`config.mk`:
```
export PLATFORM = sky130hd
export DESIGN_NAME = gbn_front
export DESIGN_NICKNAME = d
export VERILOG_FILES = /design/src/gbn_pkg.sv /design/src/gbn_front.sv
export SDC_FILE = /design/constraint.sdc
export NUM_CORES = 1
export LEC_CHECK = 0
export ABC_AREA = 1
export BUFFER_PORTS_ARGS = -buffer_cell sky130_fd_sc_hd__buf_2
export CORE_MARGIN = 10
export CORE_UTILIZATION = 32
export CTS_CLUSTER_SIZE = 24
export DETAILED_ROUTE_END_ITERATION = 8
export PLACE_DENSITY = 0.51
export SYNTH_ARGS = -nofsm -noshare
export SYNTH_HDL_FRONTEND = slang
export SYNTH_SLANG_ARGS = --single-unit
```
`constraint.sdc`:
```
create_clock -name clk -period 11.1 [get_ports clk]
set_input_delay 0.555 -clock clk [delete_from_list [all_inputs] [get_ports clk]]
set_output_delay 0.555 -clock clk [all_outputs]
set_load 0.02 [all_outputs]
```
`src/gbn_pkg.sv`:
```
`default_nettype none
package gbn_pkg;

	localparam int unsigned WINDOW_DEF    = 8;
	localparam int unsigned BACKLOG_DEF   = 64;
	localparam int unsigned SEQ_BITS_DEF  = 16;

	localparam int unsigned PAY_W  = 160;
	localparam int unsigned BSUM_W = 13;
	localparam int unsigned IN_W   = 264;
	localparam int unsigned OUT_W  = 216;
	localparam int unsigned CHK_W  = 36;
	localparam int unsigned SEQO_W = 16;

	localparam logic [15:0] TIMEOUT_RST = 16'd20;
	localparam logic [3:0]  WLIMIT_RST  = 4'd8;

	localparam logic CFG_TIMEOUT = 1'b0;
	localparam logic CFG_WLIMIT  = 1'b1;

	localparam logic [1:0] MODE_MSG  = 2'd0;
	localparam logic [1:0] MODE_ACK  = 2'd1;
	localparam logic [1:0] MODE_TICK = 2'd2;

	localparam logic [1:0] KIND_NEW  = 2'd0;
	localparam logic [1:0] KIND_RETX = 2'd1;
	localparam logic [1:0] KIND_DROP = 2'd2;

	typedef enum logic [2:0] {
		ST_IDLE,
		ST_EXEC,
		ST_LOOP,
		ST_DEMIT,
		ST_FINAL,
		ST_RRD,
		ST_REMIT
	} gbn_state_t;

	typedef struct packed {
		logic [1:0]               mode;
		logic                     ack_ok;
		logic [31:0]              ack_num;
		logic signed [BSUM_W-1:0] bsum;
		logic [PAY_W-1:0]         payload;
	} gbn_item_t;

	typedef struct packed {
		logic [3:0]  outstanding;
		logic [10:0] bl_count;
	} gbn_stat_t;

endpackage
`default_nettype wire

```
`src/gbn_front.sv`:
```
`default_nettype none
module gbn_front (
	input  wire logic                      clk,
	input  wire logic                      arst_n,
	input  wire logic                      s_tvalid,
	output logic                           s_tready,
	input  wire logic [gbn_pkg::IN_W-1:0]  s_tdata,
	input  wire logic [1:0]                s_tuser,
	output logic                           item_valid,
	output gbn_pkg::gbn_item_t             item,
	input  wire logic                      item_pop
);
	import gbn_pkg::*;

	gbn_item_t               ent_q [2];
	logic                    wp_q, rp_q;
	logic [1:0]              cnt_q;
	gbn_item_t               cls;
	logic signed [BSUM_W-1:0] bs;
	logic signed [36:0]      calc, carried;
	logic                    push;

	always_comb begin
		bs = '0;
		for (int i = 0; i < 20; i++) begin
			bs = bs + BSUM_W'($signed(s_tdata[i*8 +: 8]));
		end
		calc = $signed({5'b0, s_tdata[191:160]}) + $signed({5'b0, s_tdata[223:192]})
			+ 37'(bs);
		carried = 37'($signed(s_tdata[259:224]));
		cls.mode    = s_tuser;
		cls.ack_ok  = (calc == carried);
		cls.ack_num = s_tdata[223:192];
		cls.bsum    = bs;
		cls.payload = s_tdata[PAY_W-1:0];
	end

	assign s_tready   = (cnt_q != 2'd2);
	assign push       = s_tvalid && s_tready;
	assign item_valid = (cnt_q != 2'd0);
	assign item       = ent_q[rp_q];

	always_ff @(posedge clk) begin
		if (push) begin
			ent_q[wp_q] <= cls;
		end
	end

	always_ff @(posedge clk or negedge arst_n) begin
		if (!arst_n) begin
			wp_q  <= 1'b0;
			rp_q  <= 1'b0;
			cnt_q <= 2'd0;
		end else begin
			if (push) wp_q <= ~wp_q;
			if (item_pop) rp_q <= ~rp_q;
			cnt_q <= cnt_q + 2'(push) - 2'(item_pop);
		end
	end
endmodule
`default_nettype wire

```
==> results.md <==
* Final Hold Fails at 0
* Largest net degree at the start of global routing at 71
* Layout cells sized above 1 at 31.22%
* Initial Util at 32.26%
* Postcts setup bufs at 0
* DR vias/cell at 4.526
* Initial DRC count at 831
* Area contributors post-synth: edfxtp_1 (50%), fa_1 (13%), mux2_2 (9.4%)
* Clock root cell: clkbuf_16
* Antenna violations before repair at 12
* Final Wtd Congestion at 0.8627
* Slew @ Worst Pin at 1.022 ns
* Startpoint Class: input pin
* Seq cells post-synth at 420
* Peak fanout along the critical path at 5
* Area Overhead vs Synth at 21.41%
* Crit Path Category: in2reg
* Reg2reg start: cnt_q[1]
* Leading area contributor after synthesis: edfxtp_1
* Slew Limit Fails at 0
* Number of remaining DRC errors at 0
* Clock latency on the worst-skew pair at 0.60 ns
* GRT Residual Overflow at 0
* Fin crit period at 8.419 ns
* Hold Path Class: in2reg
* Post-synthesis compound-gate area fraction at 1.933%
* Fin crit share at 75.85%
* Post-synth top area share at 49.99%
* Clock tree sinks at 420
* Vias in the first global route at 18,540
* Simple logic cell fraction of the synthesized area at 12.87%
* Hold buffer count at cts at 1
* Fill cell count at 7,672
* Total GRT Usage at 16.38%
* Post-Synth XOR/XNOR Area at 2.313%
* # setup viols final at 0
* Die height at 299.4 um
* DR pass1 iterations at 5
* CP startpoint: s_tdata[100]
* Slew margin rel. at 31.85%
* DR WL/cell at 19.70 um
* Setup TNS at 0 ns
* Mux cell area share after synthesis at 9.374%
* Post-DP HPWL at 60.43 mm
* Clock slew at reported path FFs at 0.07 ns
* Synth async-reset ratio at 0.9524%
* Row count at 102
* Detailed Route WL at 74.73 mm
* Critical Path AT at 8.84 ns
* Number of synthesis warnings at 0
* Clock skew at 0.02788 ns
* Resized cells post-CTS at 0
* H-Tree Level Count at 2
* Core area at 0.07747 mm2
* NumNets Final at 3,204
* RSZ-0062 raised after global routing: false
* IO Count at 480
* Status: completed
* TritonCTS clock tree: done
* Top_reg_cell synth: edfxtp_1
* Worst EP required at 11.52 ns
* Global-route wire length before repair at 112.2 mm
* Dominant combinational cell family by area after synthesis: adder cells
* Slowest CP cell: fa_1
* Vias at 17,170
* Number of flops mapped to enable cells by yosys at 416
* Die extent in x at 299.4 um
* Antenna-violating nets left at 0
* Hold Crit Start: s_tdata[156]
* Netlist cell types at 41
* Die ar. at 0.08966 mm2
* Cells after synthesis at 2,194
* Setup crit end kind: flip-flop
* Critical path's top delay family: adder cells
* Synth Area in Adders at 16.21%
* Syn nets at 2,693
* Syn avg cell area at 11.39 um2
* Seq/Total Area, Yosys at 50.39%
* # Max-Cap Violations at 0
* I/O Buffers at 475
* Worst path bufs/invs at 8
* Fmax at 118.8 MHz
* Post-Syn Area at 0.02499 mm2
* Clock Tree Buf Depth at 3
* Max incr delay on CP at 0.60 ns
* Commonest cells after routing, fill and taps aside: buf_2 (475), nand2_1 (441), edfxtp_1 (416)
* Most common cell after layout, fill and taps aside: buf_2
* Num CTS Buffers at 51
## routing by layer
layer / GRT usage (%) / vias up / share of wire, %
met5: 0 / - / 0.0094
met4: 4.501 / 2 / 2.4
met3: 3.258 / 88 / 5.7
met2: 30.53 / 456 / 53
met1: 18.73 / 8404 / 39
li1: - / 8218 / -
## state kept, by name, summed over array words and instances (netlist names)
signal	flops
wp_q	1
rp_q	1
cnt_q	2
ent_q	416
## cell type report
type                       count  area (um2)  area share [%]
antenna                        8       20.02         0.06599
clock buffer                  59        1328           4.376
clock inverter                34       356.6           1.175
inverter                     425        1595           5.259
multi-input combinational   1322       10690           35.22
sequential                   420       12600           41.52
tap                         1040        1301           4.289
timing repair buffer         485        2455           8.092
## per-stage QoR
stage	instances	setup slack [ns]	hold WS, ns	utilization (%)	instance area [um2]
after CTS	3785	2.665	0.09863	39.13	30320
after global placement	3691	2.142	0.3633	36.95	28620
final	3793	2.681	0.1554	39.16	30340
after floorplan	2194	0.9439	0.2594	-	24990
after global routing	3788	2.057	0.1181	39.14	30320
after detailed placement	3691	2.112	0.3655	36.95	28620
## logic make-up (layout without fill, tap and decap cells)
logic type / after synthesis / in the layout
simple gates: 734 / 734
buf+inv: 452 / 1003
flops: 420 / 420
fa+ha+maj: 229 / 229
mux: 208 / 208
compound gates: 85 / 85
xor+xnor: 66 / 66
other cells: 0 / 8
## synth_stat cells, types with 3 or more instances
cell type and instances:
nand2_1 441, edfxtp_1 416, inv_1 407, mux2_2 208, fa_1 158, nand3_1 98
nor2_1 96, ha_1 71, a21oi_1 49, xor2_1 42, xnor2_1 24, clkbuf_1 23
nand2_2 23, nand4_1 21, inv_2 16, nor2_2 14, o21ai_0 12, nand3_2 9
a21oi_2 7, a31oi_1 7, nand3b_1 7, nand2_4 6, nor3_1 6, nor2_4 5
dfrtp_1 4, o21bai_1 3, or2_2 3
## path summary, 6_finish.rpt
| path | to | slack [ns] | cells after the start |
|---|---|---|---|
| worst max-delay path | ent_q[0][205] | 2.68 | 41 |
| worst min register to register | cnt_q[0] | 0.55 | 1 |
| worst max register to register | ent_q[0][148] | 8.43 | 4 |
| max in group asynchronous | rp_q | 10.64 | 2 |
| worst min-delay path | ent_q[1][156] | 0.16 | 1 |
| min in group asynchronous | rp_q | 0.33 | 2 |
Power is left out: the tool's default activity adds up to more than one toggle a clock period on the data nets, which glitch-free logic cannot reach.
